## config.mk

```make
export PLATFORM = sky130hd
export DESIGN_NAME = adc_average_distance_linearizer_flat
export DESIGN_NICKNAME = d
export VERILOG_FILES = /design/src/hw/rtl/adl_pkg.sv /design/src/hw/rtl/adl_if.sv /design/src/hw/rtl/adl_div.sv /design/src/hw/rtl/adc_average_distance_linearizer.sv /design/src/flat_wrapper.sv
export SDC_FILE = /design/constraint.sdc
export NUM_CORES = 1
export LEC_CHECK = 0
export BUFFER_PORTS_ARGS = -buffer_cell sky130_fd_sc_hd__buf_2
export CORE_MARGIN = 1
export CORE_UTILIZATION = 60
export CTS_BUF_LIST = sky130_fd_sc_hd__clkbuf_8
export DETAILED_ROUTE_END_ITERATION = 10
export PLACE_DENSITY = 0.79
export SETUP_SLACK_MARGIN = 0.02
export SYNTH_ARGS = -nofsm -noshare
export SYNTH_HDL_FRONTEND = slang
export SYNTH_HIERARCHICAL = 1
export SYNTH_SLANG_ARGS = --single-unit
```

## constraint.sdc

```tcl
create_clock -name clk_i -period 8.5 [get_ports clk_i]
set_input_delay 1.275 -clock clk_i [delete_from_list [all_inputs] [get_ports clk_i]]
set_output_delay 1.275 -clock clk_i [all_outputs]
set_load 0.05 [all_outputs]
```

## src/hw/rtl/adl_pkg.sv

```systemverilog
// Shared types and constants for the ADC average and distance linearizer.
// Holds field widths, range status codes and the calibration breakpoint table.
// No dependencies; compiled first.
`timescale 1ns / 1ps
`default_nettype none

package adl_pkg;

  // Field widths of the item channels.
  localparam int unsigned SAMPLE_W = 12;
  localparam int unsigned MV_W     = 12;
  localparam int unsigned DIST_W   = 12;
  localparam int unsigned STATUS_W = 2;
  localparam int unsigned COUNT_W  = 8;

  // Configuration port.
  localparam int unsigned APB_ADDR_W = 3;
  localparam int unsigned APB_DATA_W = 32;
  localparam int unsigned REG_AVG_COUNT = 0;

  // Conversion and clamp constants.
  localparam logic [MV_W-1:0]   FULL_SCALE_MV = 12'd3300;
  localparam logic [MV_W-1:0]   MIN_VALID_MV  = 12'd300;
  localparam logic [DIST_W-1:0] FAR_Q8        = 12'd3840;

  // Calibration breakpoints, voltage falling as distance grows.
  localparam int unsigned TABLE_POINTS = 13;
  localparam int unsigned SEG_W = $clog2(TABLE_POINTS);

  localparam logic [MV_W-1:0] CAL_MV [TABLE_POINTS] = '{
    12'd1890, 12'd1550, 12'd1240, 12'd1050, 12'd860, 12'd740, 12'd710,
    12'd630, 12'd560, 12'd470, 12'd430, 12'd370, 12'd330
  };

  localparam logic [DIST_W-1:0] CAL_Q8 [TABLE_POINTS] = '{
    12'd512, 12'd768, 12'd1024, 12'd1280, 12'd1536, 12'd1792, 12'd2048,
    12'd2304, 12'd2560, 12'd2816, 12'd3072, 12'd3328, 12'd3584
  };

  // Range status codes carried with each result item.
  typedef enum logic [STATUS_W-1:0] {
    RANGE_INTERP = 2'd0,
    RANGE_NEAR   = 2'd1,
    RANGE_FAR    = 2'd2
  } range_status_e;

endpackage

`default_nettype wire

```

## src/hw/rtl/adl_if.sv

```systemverilog
// Valid/ready item channels of the ADC average and distance linearizer.
// Depends on adl_pkg for the field widths.
`timescale 1ns / 1ps
`default_nettype none

// Input channel: one raw converter sample per item.
interface adl_in_if;
  import adl_pkg::*;

  logic                valid;
  logic                ready;
  logic [SAMPLE_W-1:0] adc_sample;

  modport source (output valid, output adc_sample, input ready);
  modport sink   (input valid, input adc_sample, output ready);
endinterface

// Output channel: one averaged and linearized result per item.
interface adl_out_if;
  import adl_pkg::*;

  logic                valid;
  logic                ready;
  logic [SAMPLE_W-1:0] avg_raw;
  logic [MV_W-1:0]     voltage_mv;
  logic [DIST_W-1:0]   distance_q8;
  logic [STATUS_W-1:0] range_status;

  modport source (output valid, output avg_raw, output voltage_mv,
                  output distance_q8, output range_status, input ready);
  modport sink   (input valid, input avg_raw, input voltage_mv,
                  input distance_q8, input range_status, output ready);
endinterface

`default_nettype wire

```

## src/hw/rtl/adl_div.sv

```systemverilog
// Restoring unsigned divider, one quotient bit per cycle.
// Shared by the average and interpolation divisions of the linearizer; no package dependency.
`timescale 1ns / 1ps
`default_nettype none

module adl_div #(
  parameter int unsigned W = 24
) (
  input  wire logic         clk_i,
  input  wire logic         rst_ni,
  input  wire logic         start_i,
  input  wire logic [W-1:0] dividend_i,
  input  wire logic [W-1:0] divisor_i,
  output logic              done_o,
  output logic [W-1:0]      quotient_o
);

  localparam int unsigned CNT_W = $clog2(W + 1);

  logic             busy_q, busy_d;
  logic             done_q, done_d;
  logic [CNT_W-1:0] cnt_q, cnt_d;
  logic             zero_q, zero_d;
  logic [W-1:0]     rem_q, rem_d;
  logic [W-1:0]     quo_q, quo_d;
  logic [W-1:0]     dsr_q, dsr_d;
  logic [W:0]       trial;
  logic [W:0]       diff;
  logic             fits;

  // Trial subtraction of the divisor from the shifted partial remainder.
  always_comb begin
    trial = {rem_q, quo_q[W-1]};
    diff  = trial - {1'b0, dsr_q};
    fits  = (trial >= {1'b0, dsr_q});
  end

  // Iteration control and datapath next values.
  always_comb begin
    busy_d = busy_q;
    done_d = 1'b0;
    cnt_d  = cnt_q;
    zero_d = zero_q;
    rem_d  = rem_q;
    quo_d  = quo_q;
    dsr_d  = dsr_q;
    if (start_i) begin
      busy_d = 1'b1;
      cnt_d  = CNT_W'(W);
      zero_d = (divisor_i == '0);
      rem_d  = '0;
      quo_d  = dividend_i;
      dsr_d  = divisor_i;
    end else if (busy_q) begin
      rem_d = fits ? diff[W-1:0] : trial[W-1:0];
      quo_d = {quo_q[W-2:0], fits};
      cnt_d = cnt_q - CNT_W'(1);
      if (cnt_q == CNT_W'(1)) begin
        busy_d = 1'b0;
        done_d = 1'b1;
      end
    end
  end

  // Control state.
  always_ff @(posedge clk_i or negedge rst_ni) begin
    if (!rst_ni) begin
      busy_q <= 1'b0;
      done_q <= 1'b0;
      cnt_q  <= '0;
    end else begin
      busy_q <= busy_d;
      done_q <= done_d;
      cnt_q  <= cnt_d;
    end
  end

  // Datapath registers.
  always_ff @(posedge clk_i) begin
    zero_q <= zero_d;
    rem_q  <= rem_d;
    quo_q  <= quo_d;
    dsr_q  <= dsr_d;
  end

  // A zero divisor yields a zero quotient.
  assign done_o     = done_q;
  assign quotient_o = zero_q ? '0 : quo_q;

endmodule

`default_nettype wire

```

## src/hw/rtl/adc_average_distance_linearizer.sv

```systemverilog
// Top level of the ADC average and distance linearizer.
// Depends on adl_pkg, the adl_in_if / adl_out_if channels and adl_div.
//
//   Channel   Role      Handshake       Payload
//   in_i      sink      valid/ready     adc_sample
//   out_o     source    valid/ready     avg_raw, voltage_mv, distance_q8, range_status
//   APB       slave     psel/penable    avg_count at byte address 0
//
// A sample that does not close a group is only accumulated. A sample that
// closes a group runs the shared one-bit-per-cycle divider twice (average, then
// interpolation). In between, the millivolt product is divided by
// 2^ADC_BITS - 1 by folding its high part into its low part, one add per cycle.
// Clamped voltages skip the second division.
// The input is not ready during that work, nor while the finished result waits
// for a full output register to drain. Otherwise the result sits in the output
// register, so new samples are taken while it waits for the sink.
// Reset clears the accumulator and sets avg_count to one.
`timescale 1ns / 1ps
`default_nettype none

module adc_average_distance_linearizer #(
  parameter int unsigned ADC_BITS = 12
) (
  input  wire logic                            clk_i,
  input  wire logic                            rst_ni,
  adl_in_if.sink                               in_i,
  adl_out_if.source                            out_o,
  input  wire logic                            psel,
  input  wire logic                            penable,
  input  wire logic                            pwrite,
  input  wire logic [adl_pkg::APB_ADDR_W-1:0]  paddr,
  input  wire logic [adl_pkg::APB_DATA_W-1:0]  pwdata,
  output logic [adl_pkg::APB_DATA_W-1:0]       prdata,
  output logic                                 pready
);

  import adl_pkg::*;

  localparam int unsigned SUM_W = ADC_BITS + COUNT_W;
  localparam int unsigned MVP_W = ADC_BITS + MV_W;
  localparam int unsigned IPP_W = MV_W + DIST_W;
  localparam int unsigned DIV_W = (SUM_W > IPP_W) ? SUM_W : IPP_W;
  localparam logic [ADC_BITS-1:0] ADC_ONES   = '1;
  localparam logic [SAMPLE_W-1:0] SAMPLE_MSK = SAMPLE_W'((64'd1 << ADC_BITS) - 64'd1);

  // Sequencer states.
  localparam logic [2:0] ST_IDLE    = 3'd0;
  localparam logic [2:0] ST_DIV_AVG = 3'd1;
  localparam logic [2:0] ST_MUL_MV  = 3'd2;
  localparam logic [2:0] ST_FOLD_MV = 3'd3;
  localparam logic [2:0] ST_SEG     = 3'd4;
  localparam logic [2:0] ST_MUL_IP  = 3'd5;
  localparam logic [2:0] ST_DIV_IP  = 3'd6;
  localparam logic [2:0] ST_DONE    = 3'd7;

  logic [2:0]          state_q, state_d;
  logic [COUNT_W-1:0]  avg_count_q, avg_count_d;
  logic [SUM_W-1:0]    sum_q, sum_d;
  logic [COUNT_W-1:0]  cnt_q, cnt_d;
  logic [ADC_BITS-1:0] avg_q, avg_d;
  logic [MVP_W-1:0]    fold_rem_q, fold_rem_d;
  logic [MV_W-1:0]     fold_quo_q, fold_quo_d;
  logic [MV_W-1:0]     mv_q, mv_d;
  logic [MV_W-1:0]     diff_q, diff_d;
  logic [DIST_W-1:0]   step_q, step_d;
  logic [MV_W-1:0]     den_q, den_d;
  logic [DIST_W-1:0]   d1_q, d1_d;
  logic [DIST_W-1:0]   dist_q, dist_d;
  range_status_e       status_q, status_d;

  logic                out_valid_q, out_valid_d;
  logic [SAMPLE_W-1:0] out_avg_q, out_avg_d;
  logic [MV_W-1:0]     out_mv_q, out_mv_d;
  logic [DIST_W-1:0]   out_dist_q, out_dist_d;
  range_status_e       out_status_q, out_status_d;

  logic                in_fire;
  logic                cfg_wr;
  logic [COUNT_W-1:0]  group_n;
  logic [COUNT_W-1:0]  cnt_next;
  logic [SUM_W-1:0]    sum_next;
  logic                group_done;
  logic                out_free;

  logic [MVP_W-1:0]    mv_prod;
  logic [MV_W-1:0]     fold_hi;
  logic [ADC_BITS-1:0] fold_lo;
  logic [IPP_W-1:0]    ip_prod;
  logic [SEG_W-1:0]    seg_k;
  logic                seg_found;
  logic                seg_far;
  logic                seg_near;
  logic [MV_W-1:0]     seg_v1;
  logic [MV_W-1:0]     seg_v2;
  logic [DIST_W-1:0]   seg_d1;
  logic [DIST_W-1:0]   seg_d2;

  logic                div_start;
  logic [DIV_W-1:0]    div_dividend;
  logic [DIV_W-1:0]    div_divisor;
  logic                div_done;
  logic [DIV_W-1:0]    div_quo;

  // Configuration port: single register, no wait states.
  assign pready = 1'b1;
  assign cfg_wr = psel && penable && pwrite && (paddr[APB_ADDR_W-1] == 1'b0);
  assign prdata = (paddr[APB_ADDR_W-1] == 1'b0) ? APB_DATA_W'(avg_count_q) : '0;
  assign avg_count_d = cfg_wr ? pwdata[COUNT_W-1:0] : avg_count_q;

  // Accumulation of one sample and the group-complete test.
  assign in_fire    = in_i.valid && in_i.ready;
  assign group_n    = (avg_count_q == '0) ? COUNT_W'(1) : avg_count_q;
  assign cnt_next   = cnt_q + COUNT_W'(1);
  assign sum_next   = sum_q + SUM_W'(in_i.adc_sample & SAMPLE_MSK);
  assign group_done = (cnt_next >= group_n) || (cnt_next == '0);
  assign out_free   = !out_valid_q || out_o.ready;

  // Products; the millivolt product is folded, the other feeds the divider.
  assign mv_prod = avg_q * FULL_SCALE_MV;
  assign ip_prod = diff_q * step_q;

  // Split of the running remainder at 2^ADC_BITS for the millivolt fold.
  assign fold_hi = fold_rem_q[MVP_W-1:ADC_BITS];
  assign fold_lo = fold_rem_q[ADC_BITS-1:0];

  // Segment search over the breakpoints: first one the voltage reaches.
  always_comb begin
    seg_k     = '0;
    seg_found = 1'b0;
    for (int k = 0; k < TABLE_POINTS - 1; k++) begin
      if (!seg_found && (mv_q >= CAL_MV[k+1])) begin
        seg_k     = SEG_W'(k);
        seg_found = 1'b1;
      end
    end
    seg_far  = (mv_q < MIN_VALID_MV) || (mv_q <= CAL_MV[TABLE_POINTS-1]);
    seg_near = (mv_q >= CAL_MV[0]);
    seg_v1   = CAL_MV[seg_k];
    seg_v2   = CAL_MV[seg_k + SEG_W'(1)];
    seg_d1   = CAL_Q8[seg_k];
    seg_d2   = CAL_Q8[seg_k + SEG_W'(1)];
  end

  // Sequencer and datapath next values.
  always_comb begin
    state_d      = state_q;
    sum_d        = sum_q;
    cnt_d        = cnt_q;
    avg_d        = avg_q;
    fold_rem_d   = fold_rem_q;
    fold_quo_d   = fold_quo_q;
    mv_d         = mv_q;
    diff_d       = diff_q;
    step_d       = step_q;
    den_d        = den_q;
    d1_d         = d1_q;
    dist_d       = dist_q;
    status_d     = status_q;
    div_start    = 1'b0;
    div_dividend = DIV_W'(sum_next);
    div_divisor  = DIV_W'(cnt_next);
    unique case (state_q)
      ST_IDLE: begin
        if (in_fire) begin
          if (group_done) begin
            sum_d     = '0;
            cnt_d     = '0;
            div_start = 1'b1;
            state_d   = ST_DIV_AVG;
          end else begin
            sum_d = sum_next;
            cnt_d = cnt_next;
          end
        end
      end
      ST_DIV_AVG: begin
        if (div_done) begin
          avg_d   = ADC_BITS'(div_quo);
          state_d = ST_MUL_MV;
        end
      end
      ST_MUL_MV: begin
        fold_rem_d = mv_prod;
        fold_quo_d = '0;
        state_d    = ST_FOLD_MV;
      end
      ST_FOLD_MV: begin
        // Each 2^ADC_BITS in the remainder is one divisor plus one left over.
        if (fold_hi != '0) begin
          fold_quo_d = fold_quo_q + fold_hi;
          fold_rem_d = MVP_W'(fold_lo) + MVP_W'(fold_hi);
        end else if (fold_lo == ADC_ONES) begin
          fold_quo_d = fold_quo_q + MV_W'(1);
          fold_rem_d = '0;
        end else begin
          mv_d    = fold_quo_q;
          state_d = ST_SEG;
        end
      end
      ST_SEG: begin
        if (seg_far) begin
          dist_d   = FAR_Q8;
          status_d = RANGE_FAR;
          state_d  = ST_DONE;
        end else if (seg_near) begin
          dist_d   = CAL_Q8[0];
          status_d = RANGE_NEAR;
          state_d  = ST_DONE;
        end else begin
          diff_d  = seg_v1 - mv_q;
          den_d   = seg_v1 - seg_v2;
          step_d  = (seg_d2 >= seg_d1) ? (seg_d2 - seg_d1) : '0;
          d1_d    = seg_d1;
          state_d = ST_MUL_IP;
        end
      end
      ST_MUL_IP: begin
        div_start    = 1'b1;
        div_dividend = DIV_W'(ip_prod);
        div_divisor  = DIV_W'(den_q);
        state_d      = ST_DIV_IP;
      end
      ST_DIV_IP: begin
        if (div_done) begin
          dist_d   = DIST_W'(DIV_W'(d1_q) + div_quo);
          status_d = RANGE_INTERP;
          state_d  = ST_DONE;
        end
      end
      ST_DONE: begin
        if (out_free) begin
          state_d = ST_IDLE;
        end
      end
      default: begin
        state_d = ST_IDLE;
      end
    endcase
  end

  // Output register: loads when the result is done and the slot is free.
  always_comb begin
    out_valid_d  = out_valid_q;
    out_avg_d    = out_avg_q;
    out_mv_d     = out_mv_q;
    out_dist_d   = out_dist_q;
    out_status_d = out_status_q;
    if (out_valid_q && out_o.ready) begin
      out_valid_d = 1'b0;
    end
    if ((state_q == ST_DONE) && out_free) begin
      out_valid_d  = 1'b1;
      out_avg_d    = SAMPLE_W'(avg_q);
      out_mv_d     = mv_q;
      out_dist_d   = dist_q;
      out_status_d = status_q;
    end
  end

  // Shared divider.
  adl_div #(
    .W(DIV_W)
  ) u_adl_div (
    .clk_i      (clk_i),
    .rst_ni     (rst_ni),
    .start_i    (div_start),
    .dividend_i (div_dividend),
    .divisor_i  (div_divisor),
    .done_o     (div_done),
    .quotient_o (div_quo)
  );

  // Control state and architectural state.
  always_ff @(posedge clk_i or negedge rst_ni) begin
    if (!rst_ni) begin
      state_q     <= ST_IDLE;
      avg_count_q <= COUNT_W'(1);
      sum_q       <= '0;
      cnt_q       <= '0;
      out_valid_q <= 1'b0;
    end else begin
      state_q     <= state_d;
      avg_count_q <= avg_count_d;
      sum_q       <= sum_d;
      cnt_q       <= cnt_d;
      out_valid_q <= out_valid_d;
    end
  end

  // Payload registers.
  always_ff @(posedge clk_i) begin
    avg_q        <= avg_d;
    fold_rem_q   <= fold_rem_d;
    fold_quo_q   <= fold_quo_d;
    mv_q         <= mv_d;
    diff_q       <= diff_d;
    step_q       <= step_d;
    den_q        <= den_d;
    d1_q         <= d1_d;
    dist_q       <= dist_d;
    status_q     <= status_d;
    out_avg_q    <= out_avg_d;
    out_mv_q     <= out_mv_d;
    out_dist_q   <= out_dist_d;
    out_status_q <= out_status_d;
  end

  // Channel outputs.
  assign in_i.ready         = (state_q == ST_IDLE);
  assign out_o.valid        = out_valid_q;
  assign out_o.avg_raw      = out_avg_q;
  assign out_o.voltage_mv   = out_mv_q;
  assign out_o.distance_q8  = out_dist_q;
  assign out_o.range_status = out_status_q;

endmodule

`default_nettype wire

```

## src/flat_wrapper.sv

```systemverilog
// flat-port wrapper written by rule: the top's interface ports become plain ports
module adc_average_distance_linearizer_flat import adl_pkg::*;
#(
  parameter int unsigned ADC_BITS = 12
)
  (clk_i, rst_ni, psel, penable, pwrite, paddr, pwdata, prdata, pready, in_i_valid, in_i_adc_sample, in_i_ready, out_o_valid, out_o_avg_raw, out_o_voltage_mv, out_o_distance_q8, out_o_range_status, out_o_ready);
  adl_in_if in_i_i ();
  adl_out_if out_o_i ();
  input  wire logic clk_i;
  input  wire logic rst_ni;
  input  wire logic psel;
  input  wire logic penable;
  input  wire logic pwrite;
  input  wire logic [adl_pkg::APB_ADDR_W-1:0] paddr;
  input  wire logic [adl_pkg::APB_DATA_W-1:0] pwdata;
  output logic [adl_pkg::APB_DATA_W-1:0] prdata;
  output logic pready;
  input wire logic [$bits(in_i_i.valid)-1:0] in_i_valid;
  input wire logic [$bits(in_i_i.adc_sample)-1:0] in_i_adc_sample;
  output wire logic [$bits(in_i_i.ready)-1:0] in_i_ready;
  output wire logic [$bits(out_o_i.valid)-1:0] out_o_valid;
  output wire logic [$bits(out_o_i.avg_raw)-1:0] out_o_avg_raw;
  output wire logic [$bits(out_o_i.voltage_mv)-1:0] out_o_voltage_mv;
  output wire logic [$bits(out_o_i.distance_q8)-1:0] out_o_distance_q8;
  output wire logic [$bits(out_o_i.range_status)-1:0] out_o_range_status;
  input wire logic [$bits(out_o_i.ready)-1:0] out_o_ready;
  assign in_i_i.valid = in_i_valid;
  assign in_i_i.adc_sample = in_i_adc_sample;
  assign in_i_ready = in_i_i.ready;
  assign out_o_valid = out_o_i.valid;
  assign out_o_avg_raw = out_o_i.avg_raw;
  assign out_o_voltage_mv = out_o_i.voltage_mv;
  assign out_o_distance_q8 = out_o_i.distance_q8;
  assign out_o_range_status = out_o_i.range_status;
  assign out_o_i.ready = out_o_ready;
  adc_average_distance_linearizer #(.ADC_BITS(ADC_BITS)) u_core (.clk_i(clk_i), .rst_ni(rst_ni), .in_i(in_i_i), .out_o(out_o_i), .psel(psel), .penable(penable), .pwrite(pwrite), .paddr(paddr), .pwdata(pwdata), .prdata(prdata), .pready(pready));
endmodule
```

==> results.ini <==
[run_status]
status = finished clean

[global_routing]
grt_pass1_wl_microns = 70400
antenna_found_initial = 0
grt_pass1_vias = 14200
gr-total-overflow = 0
grtUsageTotal_pct = 26.6
grt_max_degree = 73

[clock_tree]
numCtsBuffers = 47
clock_latency_ps = 590
cts.hold.buffers_added = 0
postCtsResizedCells = 0
clockRootBuffer = clkbuf_8
cts_tree = built
cts_max_level = 2
postCtsSetupBuffers = 0
clk_pin_slew_ps = 70
cts_buffer_depth = 3
cts_sinks = 263

[routing]
num_vias = 14300
drc = 0
drt-total-wl_microns = 43300
vias_per_cell = 5.82
routedWlPerCell_microns = 17.6
ant_nets = 0
drt-pass1-iter-count = 7
drt_iter0_drc = 1078

[sta]
rsz0062_at_grt = no
hold_ws_ps = 418
hold_viol_final = 0
final.period_utilization_pct = 65.0
slew_headroom_pct = 19.8
clock_skew_ps = 25.9
finalCriticalPeriod_ps = 5530
fin_tns_setup_ps = 0
max_clock_freq_mhz = 181
slew_violations = 0
setup_violations = 0
worstMarginPinSlew_ps = 1200

[placed_design]
gp_congestion = 0.942
port_buffers = 75
hpwl_microns = 31900

[floorplanning]
coreArea_sq_mm = 0.0317
rows = 65
die_area_sq_mm = 0.0330
initial_core_util_pct = 61.1
die_width_microns = 182
ioPinCount = 127
die_height_microns = 182

[run]
max_cap_viol_count = 0

[yosys]
synth.cell_area_sq_mm = 0.0194
syn_inst = 1926
yosys_warnings = 6
avgSynthCellArea_sq_um = 10.1

[worst_setup_path]
crit_buf_inv = 2
worstPathCellList = ha_1 > inv_1 > fa_1 > inv_1 > fa_1 > fa_1 > fa_1 > ha_1 > o21ai_0 > nand2b_1 > nand3_1 > nor4b_1 > nor3_1 > o41ai_1 > xnor2_1 > nor2_1
end_kind = register
crit_required_ps = 8790
critical-path-top-delay-family = adder cells
cp_max_fo = 5
slowest_delay_ps = 620
cp_common_cell = fa_1
critPathSlowestCell = nor4b_1
cp-start-kind = register
worstPathArrival_ps = 5810
crit_type = register to register

[cells_and_area]
syn_to_final_growth_pct = 9.04
drive_gt1_share_pct = 11.9
fin_nets = 2359

[power]
p_int_mw = 3.66
p_comb_share_pct = 42.6
switching_share_pct = 39.4
p_clk_share_pct = 23.0
seq_power_share_pct = 34.4
powerDensity_mw_per_mm2 = 285
power.leakage_nw = 9.58
ir_drop_mv = 0.247
switchingPower_mw = 2.38

[hold_path]
min_path_type = register to register

-- worst register-to-register path, delay by kind of cell, from the launching register on --
| kind | cells | cell delay, ps |
|---|---|---|
| xor+xnor | 1 | 160 |
| fa+ha+maj | 6 | 2760 |
| compound gates | 2 | 550 |
| flops | 1 | 520 |
| buf+inv | 2 | 130 |
| simple gates | 5 | 1120 |
-- final timing paths --
kind,start,end,slack [ps],cells past startpoint
worst max-delay path,u_core/avg_q[3]$_DFFE_PP_,u_core/fold_rem_q[23]$_SDFFCE_PP0P_,2970,16
worst min-delay path,u_core/dist_q[1]$_SDFFCE_PP0P_,u_core/out_o.distance_q8[1]$_DFFE_PP_,420,0
worst max register to register,u_core/avg_q[3]$_DFFE_PP_,u_core/fold_rem_q[23]$_SDFFCE_PP0P_,2970,16
worst min register to register,u_core/dist_q[1]$_SDFFCE_PP0P_,u_core/out_o.distance_q8[1]$_DFFE_PP_,420,0
max in group asynchronous,rst_ni,u_core/state_q[0]$_DFFE_PN0P_,7210,2
min in group asynchronous,rst_ni,u_core/sum_q[15]$_DFFE_PN0P_,810,2
-- state kept, by name (all words and copies together), names as in the netlist, 12 cells and up --
register / flops
u_core/dist_q: 12
u_core/u_adl_div/dsr_q: 24
u_core/u_adl_div/quo_q: 24
u_core/out_o.voltage_mv: 12
u_core/sum_q: 20
u_core/mv_q: 12
u_core/u_adl_div/rem_q: 24
u_core/out_o.distance_q8: 12
u_core/fold_rem_q: 24
u_core/out_o.avg_raw: 12
u_core/diff_q: 12
u_core/fold_quo_q: 12
u_core/avg_q: 12
-- through the flow --
stage | utilization [%] | cell area [sq um] | power [mW] | std cells | setup WS, ps
5_1_grt | 66.7 | 21100 | 6.45 | 2457 | 2680
4_1_cts | 66.7 | 21100 | 6.05 | 2457 | 2990
3_3_place_gp | 63.2 | 20000 | 4.54 | 2369 | 3100
6_report | 66.7 | 21100 | 6.03 | 2458 | 2970
3_5_place_dp | 63.2 | 20000 | 4.63 | 2369 | 3040
2_1_floorplan | - | 19600 | 4.05 | 1975 | 3590
-- layer usage --
metal	part of all wire (%)	global-route usage (%)
met4	2.8	8.95
met3	5.4	4.01
met5	0	0
met1	45	36.5
met2	47	43.4
-- layout make-up --
cell class / count / area, sq um
multi-input combinational: 1433 / 11000
fill: 2463 / 10600
sequential: 263 / 7420
clock buffer: 50 / 688
inverter: 183 / 687
tap: 402 / 503
timing repair buffer: 88 / 473
clock inverter: 38 / 410
antenna: 1 / 2.50
-- layout by cell type, fill, tap and decap left out, types with 6 or more instances in the layout --
cell       instances
xor2_1            42
a31oi_1            9
nand4_1            9
buf_4             13
and2_1            36
xnor2_1           68
fa_1              60
mux2i_1            7
clkinv_2           7
a21o_1            33
o21bai_1          11
bufinv_16          8
clkinv_1           6
dfxtp_1           24
and3_1            12
o21ai_1            9
or2_2             11
o31ai_1           26
or3_1             11
a311oi_1          14
nand2_1          192
buf_2             75
edfxtp_1         192
a211oi_1          13
nor2b_1           30
nor4_1            15
mux2_2            33
inv_1            190
dfrtp_1           46
nand2b_1          17
a22oi_1            6
conb_1            51
ha_1             229
nor3_1            29
o21a_1            15
a21oi_1          101
clkbuf_8          50
o21ai_0           90
nor2_1           131
nand3_1           26
-- power by group through the flow --
stage          combinational, mW  sequential [mW]  clock, mW
4_1_cts                     2.56             2.07       1.41
2_1_floorplan               2.02             2.03          0
3_5_place_dp                2.54             2.09          0
5_1_grt                     2.86             2.11       1.47
3_3_place_gp                2.46             2.08          0
6_report                    2.57             2.08       1.39
No activity file was read; power rests on OpenSTA's default activity.
